<file path="config.mk">
export PLATFORM = sky130hd
export DESIGN_NAME = distinct_value_frequency_counter
export DESIGN_NICKNAME = d
export VERILOG_FILES = /design/src/rtl/dvfc_pkg.sv /design/src/rtl/dvfc_ctrl.sv /design/src/rtl/dvfc_datapath.sv /design/src/rtl/distinct_value_frequency_counter.sv
export SDC_FILE = /design/constraint.sdc
export NUM_CORES = 1
export LEC_CHECK = 0
export BUFFER_PORTS_ARGS = -buffer_cell sky130_fd_sc_hd__buf_2
export CORE_MARGIN = 1
export CORE_UTILIZATION = 39
export CTS_CLUSTER_SIZE = 24
export DETAILED_ROUTE_END_ITERATION = 10
export GPL_ROUTABILITY_DRIVEN = 0
export SYNTH_ARGS = -nofsm -noshare
export SYNTH_HDL_FRONTEND = slang
export SYNTH_SLANG_ARGS = --single-unit
</file>
<file path="constraint.sdc">
create_clock -name clk_i -period 6.85 [get_ports clk_i]
set_input_delay 1.37 -clock clk_i [delete_from_list [all_inputs] [get_ports clk_i]]
set_output_delay 1.37 -clock clk_i [all_outputs]
set_load 0.02 [all_outputs]
</file>
<file path="src/rtl/dvfc_pkg.sv">
// Package of the distinct value frequency counter.
// Holds sizes, field widths and the command and status structs shared by the
// controller, the datapath and the top level. Depends on nothing.
package dvfc_pkg;

  // Capacity of the element store and the widths that follow from it.
  localparam int MaxElements = 64;
  localparam int AddrW       = (MaxElements > 1) ? $clog2(MaxElements) : 1;
  localparam int FillW       = $clog2(MaxElements + 1);

  // Field widths.
  localparam int ValueW = 16;
  localparam int CountW = 7;
  localparam int OutDataW = 24;

  // Occurrence counts saturate at the top of the count field.
  localparam logic [CountW-1:0] CountMax = {CountW{1'b1}};

  // Commands from the controller to the datapath.
  typedef struct packed {
    logic store;    // write the accepted element or mark the overflow
    logic fetch;    // read the element under test at index i
    logic key;      // latch the element under test and clear the scan state
    logic scan;     // read element j and step j
    logic advance;  // step i to the next stored element
    logic commit;   // move the pending result out and take the new one in
    logic flush;    // emit the pending result as the final one and end the set
  } cmd_t;

  // Status from the datapath to the controller.
  typedef struct packed {
    logic i_last;      // i points at the last stored element
    logic j_last;      // j points at the last stored element
    logic seen;        // the element under test occurred at a lower index
    logic out_free;    // the output register can take a result this cycle
    logic pend_valid;  // a result waits in the pending register
  } stat_t;

endpackage

</file>
<file path="src/rtl/dvfc_ctrl.sv">
// Controller of the distinct value frequency counter.
// Sequences loading, the scan of each stored element and the emission of results.
// Uses the command and status types of dvfc_pkg.
module dvfc_ctrl (
  input  logic            clk_i,
  input  logic            rst_ni,
  input  logic            in_valid_i,
  input  logic            in_last_i,
  input  dvfc_pkg::stat_t stat_i,
  output logic            in_ready_o,
  output dvfc_pkg::cmd_t  cmd_o
);

  typedef enum logic [2:0] {
    StLoad,
    StFetch,
    StKey,
    StScan,
    StDrain,
    StDecide,
    StFlush
  } state_e;

  state_e state_q, state_d;
  logic   ready_q, ready_d;
  logic   in_beat;
  logic   take;

  assign in_ready_o = ready_q;
  assign in_beat    = in_valid_i & ready_q;
  // A distinct value may be committed once any older pending result can leave.
  assign take       = ~stat_i.pend_valid | stat_i.out_free;

  // Next state and command decode.
  always_comb begin
    state_d = state_q;
    ready_d = ready_q;
    cmd_o   = '0;
    unique case (state_q)
      StLoad: begin
        if (in_beat) begin
          cmd_o.store = 1'b1;
          if (in_last_i) begin
            state_d = StFetch;
            ready_d = 1'b0;
          end
        end
      end
      StFetch: begin
        cmd_o.fetch = 1'b1;
        state_d     = StKey;
      end
      StKey: begin
        cmd_o.key = 1'b1;
        state_d   = StScan;
      end
      StScan: begin
        cmd_o.scan = 1'b1;
        if (stat_i.j_last) begin
          state_d = StDrain;
        end
      end
      StDrain: begin
        state_d = StDecide;
      end
      StDecide: begin
        if (stat_i.seen || take) begin
          cmd_o.advance = 1'b1;
          cmd_o.commit  = ~stat_i.seen;
          state_d       = stat_i.i_last ? StFlush : StFetch;
        end
      end
      StFlush: begin
        if (stat_i.out_free) begin
          cmd_o.flush = 1'b1;
          state_d     = StLoad;
          ready_d     = 1'b1;
        end
      end
      default: begin
        state_d = StLoad;
        ready_d = 1'b1;
      end
    endcase
  end

  // State and registered ready.
  always_ff @(posedge clk_i or negedge rst_ni) begin
    if (!rst_ni) begin
      state_q <= StLoad;
      ready_q <= 1'b1;
    end else begin
      state_q <= state_d;
      ready_q <= ready_d;
    end
  end

endmodule

</file>
<file path="src/rtl/dvfc_datapath.sv">
// Datapath of the distinct value frequency counter.
// Holds the element store, the scan counters, the comparison, the pending
// result and the output register. Uses sizes and types of dvfc_pkg.
module dvfc_datapath (
  input  logic                              clk_i,
  input  logic                              rst_ni,
  input  dvfc_pkg::cmd_t                    cmd_i,
  input  logic [dvfc_pkg::ValueW-1:0]       in_value_i,
  input  logic                              out_ready_i,
  output dvfc_pkg::stat_t                   stat_o,
  output logic                              out_valid_o,
  output logic [dvfc_pkg::ValueW-1:0]       out_value_o,
  output logic [dvfc_pkg::CountW-1:0]       out_count_o,
  output logic                              out_final_o,
  output logic                              out_trunc_o
);

  localparam int AddrW  = dvfc_pkg::AddrW;
  localparam int FillW  = dvfc_pkg::FillW;
  localparam int ValueW = dvfc_pkg::ValueW;
  localparam int CountW = dvfc_pkg::CountW;

  // Element store and its registered read port.
  logic [ValueW-1:0] mem_q [dvfc_pkg::MaxElements];
  logic [ValueW-1:0] rd_data_q;
  logic [AddrW-1:0]  rd_addr;

  // Control state.
  logic [FillW-1:0]  fill_q;
  logic              overflow_q;
  logic [AddrW-1:0]  i_q;
  logic [AddrW-1:0]  j_q;
  logic              cmp_valid_q;
  logic [AddrW-1:0]  cmp_idx_q;
  logic              seen_q;
  logic              pend_valid_q;
  logic              out_valid_q;

  // Payload registers.
  logic [ValueW-1:0] key_q;
  logic [CountW-1:0] count_q;
  logic [ValueW-1:0] pend_value_q;
  logic [CountW-1:0] pend_count_q;
  logic [ValueW-1:0] out_value_q;
  logic [CountW-1:0] out_count_q;
  logic              out_final_q;
  logic              out_trunc_q;

  logic full;
  logic hit;

  assign full    = (fill_q == FillW'(dvfc_pkg::MaxElements));
  assign rd_addr = cmd_i.fetch ? i_q : j_q;
  assign hit     = cmp_valid_q & (rd_data_q == key_q);

  // Status towards the controller.
  always_comb begin
    stat_o.i_last     = ((FillW'(i_q) + FillW'(1)) == fill_q);
    stat_o.j_last     = ((FillW'(j_q) + FillW'(1)) == fill_q);
    stat_o.seen       = seen_q;
    stat_o.out_free   = ~out_valid_q | out_ready_i;
    stat_o.pend_valid = pend_valid_q;
  end

  // Store write and read port.
  always_ff @(posedge clk_i) begin
    if (cmd_i.store && !full) begin
      mem_q[fill_q[AddrW-1:0]] <= in_value_i;
    end
    rd_data_q <= mem_q[rd_addr];
  end

  // Fill count, overflow mark, the two indices and the compare state.
  always_ff @(posedge clk_i or negedge rst_ni) begin
    if (!rst_ni) begin
      fill_q      <= '0;
      overflow_q  <= 1'b0;
      i_q         <= '0;
      j_q         <= '0;
      cmp_valid_q <= 1'b0;
      cmp_idx_q   <= '0;
      seen_q      <= 1'b0;
    end else begin
      if (cmd_i.store) begin
        if (full) begin
          overflow_q <= 1'b1;
        end else begin
          fill_q <= fill_q + FillW'(1);
        end
      end
      if (cmd_i.flush) begin
        fill_q     <= '0;
        overflow_q <= 1'b0;
        i_q        <= '0;
      end else if (cmd_i.advance) begin
        i_q <= i_q + AddrW'(1);
      end
      if (cmd_i.key) begin
        j_q <= '0;
      end else if (cmd_i.scan) begin
        j_q <= j_q + AddrW'(1);
      end
      // A compare runs in the cycle after each scan read.
      cmp_valid_q <= cmd_i.scan;
      cmp_idx_q   <= j_q;
      if (cmd_i.key) begin
        seen_q <= 1'b0;
      end else if (hit && (cmp_idx_q < i_q)) begin
        seen_q <= 1'b1;
      end
    end
  end

  // Element under test and its saturating occurrence count.
  always_ff @(posedge clk_i) begin
    if (cmd_i.key) begin
      key_q   <= rd_data_q;
      count_q <= '0;
    end else if (hit && (count_q != dvfc_pkg::CountMax)) begin
      count_q <= count_q + CountW'(1);
    end
  end

  // Pending result: it is known to be final only once the scan has ended.
  always_ff @(posedge clk_i or negedge rst_ni) begin
    if (!rst_ni) begin
      pend_valid_q <= 1'b0;
    end else if (cmd_i.flush) begin
      pend_valid_q <= 1'b0;
    end else if (cmd_i.commit) begin
      pend_valid_q <= 1'b1;
    end
  end

  always_ff @(posedge clk_i) begin
    if (cmd_i.commit) begin
      pend_value_q <= key_q;
      pend_count_q <= count_q;
    end
  end

  // Output register, loaded from the pending result.
  always_ff @(posedge clk_i or negedge rst_ni) begin
    if (!rst_ni) begin
      out_valid_q <= 1'b0;
    end else if ((cmd_i.commit && pend_valid_q) || cmd_i.flush) begin
      out_valid_q <= 1'b1;
    end else if (out_ready_i) begin
      out_valid_q <= 1'b0;
    end
  end

  always_ff @(posedge clk_i) begin
    if ((cmd_i.commit && pend_valid_q) || cmd_i.flush) begin
      out_value_q <= pend_value_q;
      out_count_q <= pend_count_q;
      out_final_q <= cmd_i.flush;
      out_trunc_q <= overflow_q;
    end
  end

  assign out_valid_o = out_valid_q;
  assign out_value_o = out_value_q;
  assign out_count_o = out_count_q;
  assign out_final_o = out_final_q;
  assign out_trunc_o = out_trunc_q;

endmodule

</file>
<file path="src/rtl/distinct_value_frequency_counter.sv">
// Top level of the distinct value frequency counter.
// Joins dvfc_ctrl and dvfc_datapath and packs the stream beats.
// Depends on dvfc_pkg, dvfc_ctrl and dvfc_datapath.
//
//  channel | direction | tdata                                    | tlast          | tuser
//  s_axis  | in        | [15:0] element_value                     | last_element   | -
//  m_axis  | out       | [15:0] distinct_value, [22:16] count     | final_result   | truncated
//
// Loading takes one element per cycle; the beat with tlast closes the set.
// The block then stops taking input and, for each stored element in turn,
// reads it and scans the whole store through the single read port of the
// element store, then closes the set with a flush. An output side that stalls
// holds the flush, and the commit of a new distinct value while one is pending.
// Reset clears the counters and the state; the store needs no clearing pass.
module distinct_value_frequency_counter (
  input  logic        clk_i,
  input  logic        rst_ni,
  input  logic        s_axis_tvalid,
  output logic        s_axis_tready,
  input  logic [15:0] s_axis_tdata,   // [15:0] element_value
  input  logic        s_axis_tlast,   // last_element
  output logic        m_axis_tvalid,
  input  logic        m_axis_tready,
  output logic [23:0] m_axis_tdata,   // [15:0] distinct_value, [22:16] occurrence_count
  output logic        m_axis_tlast,   // final_result
  output logic        m_axis_tuser    // [0] truncated
);

  dvfc_pkg::cmd_t                    cmd;
  dvfc_pkg::stat_t                   stat;
  logic [dvfc_pkg::ValueW-1:0]       out_value;
  logic [dvfc_pkg::CountW-1:0]       out_count;

  dvfc_ctrl u_ctrl (
    .clk_i      (clk_i),
    .rst_ni     (rst_ni),
    .in_valid_i (s_axis_tvalid),
    .in_last_i  (s_axis_tlast),
    .stat_i     (stat),
    .in_ready_o (s_axis_tready),
    .cmd_o      (cmd)
  );

  dvfc_datapath u_datapath (
    .clk_i       (clk_i),
    .rst_ni      (rst_ni),
    .cmd_i       (cmd),
    .in_value_i  (s_axis_tdata),
    .out_ready_i (m_axis_tready),
    .stat_o      (stat),
    .out_valid_o (m_axis_tvalid),
    .out_value_o (out_value),
    .out_count_o (out_count),
    .out_final_o (m_axis_tlast),
    .out_trunc_o (m_axis_tuser)
  );

  // Pack the result beat, padded to whole bytes.
  assign m_axis_tdata = {1'b0, out_count, out_value};

  // After the closing beat the block stops taking elements.
  assert property (@(posedge clk_i) disable iff (!rst_ni)
    (s_axis_tvalid && s_axis_tready && s_axis_tlast) |=> !s_axis_tready)
    else $error("input still taken after the closing beat");

  // While loading, no result of the previous set is left pending.
  assert property (@(posedge clk_i) disable iff (!rst_ni)
    s_axis_tready |-> !stat.pend_valid)
    else $error("pending result left over while loading");

  // A commit never overwrites a result that has not been taken.
  assert property (@(posedge clk_i) disable iff (!rst_ni)
    (cmd.commit && stat.pend_valid) |-> stat.out_free)
    else $error("result overwritten in the output register");

  // The final result only leaves through a flush of a pending result.
  assert property (@(posedge clk_i) disable iff (!rst_ni)
    cmd.flush |-> stat.pend_valid)
    else $error("set closed without a pending result");

endmodule
</file>
# Word level (Yosys, flattened, before mapping)
# Memories as Yosys holds them, arrays and structs flattened. A register that Yosys moved wholly into a read port is not among the register bits.
# Index checks and enable logic that the tools add are counted.
[word_totals] n_memories=1 wordCells=111 regBits=105 mem_bits_rw=1024 in_bits=21 output_inout_bits=28
[op_classes] muxes=39 add_sub_neg=6 order_cmp=1 reduce_logical=20 eq_ne=17 bitwise=8
[mem_list] name="u_datapath.mem_q" words=64 width=16 read_ports=1 rd_clocked_by_memory_dff=1 write_ports=1 line="dvfc_datapath.sv:24" text="logic [ValueW-1:0] mem_q [dvfc_pkg::MaxElements];"
[op_table] operator="two-way mux 6 bit" count=5
[op_table] operator="two-way mux 1 bit" count=21
[op_table] operator="two-way mux 7 bit" count=3
[op_table] operator="one-hot mux 3 bit (7 select lines)" count=1
[op_table] operator="two-way mux 3 bit" count=6
[op_table] operator="equality test 16 bit" count=1
[op_table] operator="adder 6 x 1 -> 7 bit (second input constant)" count=2
[op_table] operator="adder 7 x 1 -> 7 bit (second input constant)" count=2
[op_table] operator="equality test 7 bit" count=2
[op_table] operator="nonzero test 2 bit" count=7
[op_table] operator="adder 6 x 1 -> 6 bit (second input constant)" count=2
[op_table] operator="equality test 3 bit (second input constant)" count=3
[op_table] operator="!= test 2 x 1 -> 1 bit (second input constant)" count=4
[op_table] operator="equality test 7 bit (second input constant)" count=1
[op_table] operator="!= test 7 bit (second input constant)" count=1
[op_table] operator="equality test 3 x 2 -> 1 bit (second input constant)" count=2
[op_table] operator="less-than comparator 6 bit" count=1
[op_table] operator="AND reduction 5 bit" count=1
[op_table] operator="OR reduction 5 bit" count=1
[op_table] operator="logical AND 1 bit" count=4
[op_table] operator="two-way mux 2 bit" count=2
[op_table] operator="!= test 2 bit (second input constant)" count=2
[op_table] operator="NOT 1 bit" count=4
[op_table] operator="AND reduction 2 bit" count=2
[op_table] operator="8 further kinds" count=11

# Longest topological paths before layout
[logic_depth] ltp_word=9 mapped_depth=10

# Modules after synthesis
# Synthesis repeated with hierarchy kept, for this count alone.
[hier_totals] cells_unflattened=4415 hier_area_um2=52913.2
[by_module_without_submodules] module="dvfc_datapath" cells_per_inst=4368 area_each_um2=52530.4 n_inst=1 seq_area_each_um2=33882.5
[by_module_without_submodules] module="dvfc_ctrl" cells_per_inst=45 area_each_um2=371.6 n_inst=1 seq_area_each_um2=101.3
[by_module_without_submodules] module="distinct_value_frequency_counter" cells_per_inst=2 area_each_um2=11.3 n_inst=1 seq_area_each_um2=0.0

# Worst setup path after synthesis
# No wires, ideal clock.
[synth_path] path_kind="in2reg" startpoint="input port m_axis_tready" endpoint="register u_datapath.out_count_q[0], in the netlist u_datapath.out_count_o[0], enable pin" arrival_ns=4.936 path_stages=3 n_path_buf=0 setup_slack_ns=1.533 cell_sequence="nand3b_1 > nor4b_1 > a21o_1"
[synth_lines] element="start: declaration" line="distinct_value_frequency_counter.sv:23" text="input logic m_axis_tready,"
[synth_lines] element="end signal: assignment" line="dvfc_datapath.sv:156" text="out_count_q <= pend_count_q;"
[synth_lines] element="end: declaration" line="dvfc_datapath.sv:45" text="logic [CountW-1:0] out_count_q;"

# Final worst setup path
[layout_path] startpoint="register u_ctrl.state_q[0]" endpoint="register u_datapath.rd_data_q[5], read port of u_datapath.mem_q"
[layout_between] elab_chain_cells=3
[layout_lines] element="start: declaration" line="dvfc_ctrl.sv:24" text="state_e state_q, state_d;"
[layout_lines] element="start signal: assignment" line="dvfc_ctrl.sv:90" text="state_q <= StLoad;"
[layout_lines] element="start signal: assignment" line="dvfc_ctrl.sv:93" text="state_q <= state_d;"
[layout_lines] element="equality test 3 x 1 -> 1 bit" line="dvfc_ctrl.sv:39" text="unique case (state_q)"
[layout_lines] element="two-way mux 1 bit" line="dvfc_ctrl.sv:39"
[layout_lines] element="two-way mux 6 bit" line="dvfc_datapath.sv:53" text="assign rd_addr = cmd_i.fetch ? i_q : j_q;"
[layout_lines] element="end: declaration" line="dvfc_datapath.sv:25" text="logic [ValueW-1:0] rd_data_q;"
# No other way between the ends.
# A chain may end at the register's enable or synchronous reset.

==> impl_metrics.env <==
export IMPL_synth_area_per_cell_um2=13.51
export IMPL_overflow=0
export IMPL_r2r_start="u_ctrl.state_q[0]"
export IMPL_slew_violations=0
export IMPL_grt_usage_pct=20.71
export IMPL_cts_buffer_depth=3
export IMPL_syn_nets=3725
export IMPL_vdd_drop_max_mv=0.4461
export IMPL_worst_slew_pin_slew_ns=1.304
export IMPL_clk_pin_slew_ns=0.06
export IMPL_hold_path_class="flip-flop to flip-flop"
export IMPL_fin_nets=3735
export IMPL_timing_final_crit_share_pct=66.35
export IMPL_ys_seq_area_share_pct=68.12
export IMPL_ys_warn_count=0
export IMPL_worstPathArrival_ns=5.06
export IMPL_drc=0
export IMPL_final_core_util_pct=44.46
export IMPL_synth_flop_cell="edfxtp_1"
export IMPL_grt_max_degree=191
export IMPL_finalSetupViolations=0
export IMPL_slew_headroom_pct=12.35
export IMPL_numCtsBuffers=119
export IMPL_mostFrequentLayoutCells="edfxtp_1 (1088), nand2_1 (416), nand2b_1 (395)"
export IMPL_area_delta_synth_final_pct=12.50
export IMPL_r2r_slack_ns=2.31
export IMPL_fin_ws_ns=2.305
export IMPL_crit_start="u_ctrl.state_q[0]"
export IMPL_maxCapViolCount=0
export IMPL_combinationalPowerShare_pct=31.7
export IMPL_layout_commonest_cell="edfxtp_1"
export IMPL_viasPerCell=5.666
export IMPL_fillers=11150
export IMPL_finalClockSkew_ns=0.02416
export IMPL_initial_utilization_pct=39.53
export IMPL_fp_dieH_um=359.7
export IMPL_ys_ff_latch=1145
export IMPL_die_x_um=359.7
export IMPL_core_area_um2=126200
export IMPL_synth_distinct_cells=60
export IMPL_htree_levels=3
export IMPL_vias=30930
export IMPL_hpwl_um=77050
export IMPL_port_buffers=47
export IMPL_die_area_um2=129400
export IMPL_r2r_end="u_datapath.rd_data_q[5]"
export IMPL_drtPass1Iterations=6
export IMPL_drive_gt1_share_pct=11.59
export IMPL_synth_edf_count=1088
export IMPL_drt_antenna_violating_nets=0
export IMPL_grt_pass1_wl_um=199900
export IMPL_clk_latency_ns=0.71
export IMPL_status="completed"
export IMPL_crit_slowest_cell="dfrtp_1"
export IMPL_clock_power_share_pct=30.6
export IMPL_hold_violations=0
export IMPL_synth_async_reset_ratio_pct=2.969
export IMPL_cp_end_kind="flip-flop"
export IMPL_path_max_fanout=104
export IMPL_required_ns=7.37
export IMPL_grt_pass1_vias=29980
export IMPL_cts_tree="done"
export IMPL_wire_per_inst_um=24.98
export IMPL_syn_instance_count=3694
export IMPL_critPathMaxStageDelay_ns=0.63
export IMPL_worstPathCellList="nor3b_4, mux2i_4, buf_12, buf_4, mux2i_1, o2111ai_1, o31ai_1, nand4_1"
export IMPL_row_count=130
export IMPL_seqPwrFrac_pct=37.7
export IMPL_endpoint="u_datapath.rd_data_q[5]"
export IMPL_routed_wl_um=136300
export IMPL_swShare_pct=35.19
export IMPL_cts_sinks=1145
export IMPL_root_buffer="clkbuf_16"
export IMPL_antenna_found_initial=7
export IMPL_fmax_mhz=220.0
export IMPL_path_class="flip-flop to flip-flop"
export IMPL_cts_hold_buf=0
export IMPL_drtIter0Drc=3313
export IMPL_p_per_area_nw_per_um2=389.7
export IMPL_worstRegToRegCells=8
export IMPL_setup_tns_ns=0
export IMPL_p_int_w=0.01418
export IMPL_p_switching_w=0.007697
export IMPL_synth_area_um2=49890
export IMPL_post_place_ws_ns=1.743
export IMPL_post_route_min_period_ns=4.545
export IMPL_power_leakage_nw=19.41
export IMPL_rsz0062_at_grt="no"
export IMPL_post_cts_setup_buffers=0
export IMPL_io_pin_count=49
export IMPL_start_kind="flip-flop"
export IMPL_ctsResizeCount=0
-- cell families after synthesis --
group	Yosys count	synth area share [%]
xor gates and xnor gates	42	0.7373
other	1	0.007517
buffers and inverters	278	2.498
muxes	330	6.656
DFF	1145	68.12
AOI/OAI and AO/OA	886	11.74
and+or+nand+nor	1002	9.994
adders and majority gates	10	0.2508
-- per-stage QoR --
stage | cells | hold WS [ns] | area [um2] | power [W]
CTS | 5454 | 0.4184 | 56110 | 0.02193
detailed placement | 5232 | 0.4045 | 52050 | 0.01528
finish | 5458 | 0.4170 | 56120 | 0.02187
global route | 5456 | 0.4252 | 56120 | 0.02269
global placement | 5232 | 0.4012 | 52050 | 0.01520
floorplan | 3694 | 0.3519 | 49890 | 0.01293
-- flip-flops by register name (all words and copies together), names as in the netlist, 6 cells and up --
name	flops
u_datapath.count_q	7
u_datapath.i_q	6
u_datapath.j_q	6
u_datapath.out_count_o	7
u_datapath.fill_q	7
u_datapath.key_q	16
u_datapath.rd_data_q	16
u_datapath.cmp_idx_q	6
u_datapath.pend_value_q	16
u_datapath.out_value_o	16
u_datapath.pend_count_q	7
u_datapath.mem_q	1024
-- cells in the mapped netlist, types with 12 or more instances --
| library cell | number | share of area (%) |
|---|---|---|
| nand2_1 | 416 | 3.1 |
| o31ai_1 | 68 | 1.0 |
| clkbuf_1 | 163 | 1.2 |
| a21oi_1 | 394 | 4.0 |
| o22ai_1 | 129 | 1.6 |
| inv_1 | 14 | 0.11 |
| xor2_1 | 26 | 0.46 |
| dfxtp_1 | 23 | 0.92 |
| nor2_1 | 104 | 0.78 |
| mux2i_1 | 325 | 6.5 |
| o2111ai_1 | 65 | 1.1 |
| nand4_1 | 23 | 0.29 |
| o211ai_2 | 59 | 1.5 |
| dfrtp_1 | 33 | 1.7 |
| o21ai_0 | 13 | 0.13 |
| o211ai_1 | 133 | 2.0 |
| xnor2_1 | 16 | 0.28 |
| edfxtp_1 | 1088 | 65 |
| nand3_1 | 12 | 0.12 |
| buf_2 | 71 | 0.71 |
| nand2b_1 | 395 | 5.0 |
-- how the worst min path moves through the flow --
stage / startpoint / endpoint / cells after the start / slack (ns)
2_1_floorplan: u_datapath.j_q[2] / u_datapath.cmp_idx_q[2] / 0 / 0.35
3_3_place_gp: u_datapath.pend_count_q[4] / u_datapath.out_count_o[4] / 0 / 0.40
3_5_place_dp: u_datapath.pend_count_q[6] / u_datapath.out_count_o[6] / 0 / 0.40
4_1_cts: u_datapath.pend_value_q[4] / u_datapath.out_value_o[4] / 0 / 0.42
5_1_grt: u_datapath.pend_count_q[3] / u_datapath.out_count_o[3] / 0 / 0.43
6_report: u_datapath.pend_count_q[2] / u_datapath.out_count_o[2] / 0 / 0.42
-- metal layers --
layer	GRT usage, %	up-vias	wire (um)
li1	-	13970	-
met1	28.88	15600	58200
met2	32.88	1157	63390
met3	3.763	195	10680
met4	6.226	0	4037
met5	0	-	0
-- worst max-delay path, delay by kind of cell, from the launching register on --
kind | cells | cell delay [ns]
buffers and inverters | 2 | 1.16
AO/OA/AOI/OAI | 2 | 0.88
flip-flops | 1 | 0.63
AND/OR/NAND/NOR | 2 | 0.78
multiplexers | 2 | 0.71
-- power by group through the flow --
stage	sequential (W)	combinational (W)	clock (W)
CTS	0.00825	0.00691	0.00677
finish	0.00825	0.00693	0.00669
detailed placement	0.00840	0.00688	0
global route	0.00828	0.00736	0.00705
floorplan	0.00816	0.00477	0
global placement	0.00839	0.00681	0
-- layout make-up --
| class | count | area (um2) | share of cell area [%] |
|---|---|---|---|
| tap | 1650 | 2064 | 3.678 |
| sequential | 1145 | 33990 | 60.57 |
| multi-input combinational | 2271 | 14780 | 26.34 |
| inverter | 14 | 52.55 | 0.09363 |
| antenna | 3 | 7.507 | 0.01338 |
| clock inverter | 66 | 747.0 | 1.331 |
| clock buffer | 156 | 3312 | 5.901 |
| timing repair buffer | 153 | 1169 | 2.082 |
Note: power is estimated with default switching activity, not from simulation.
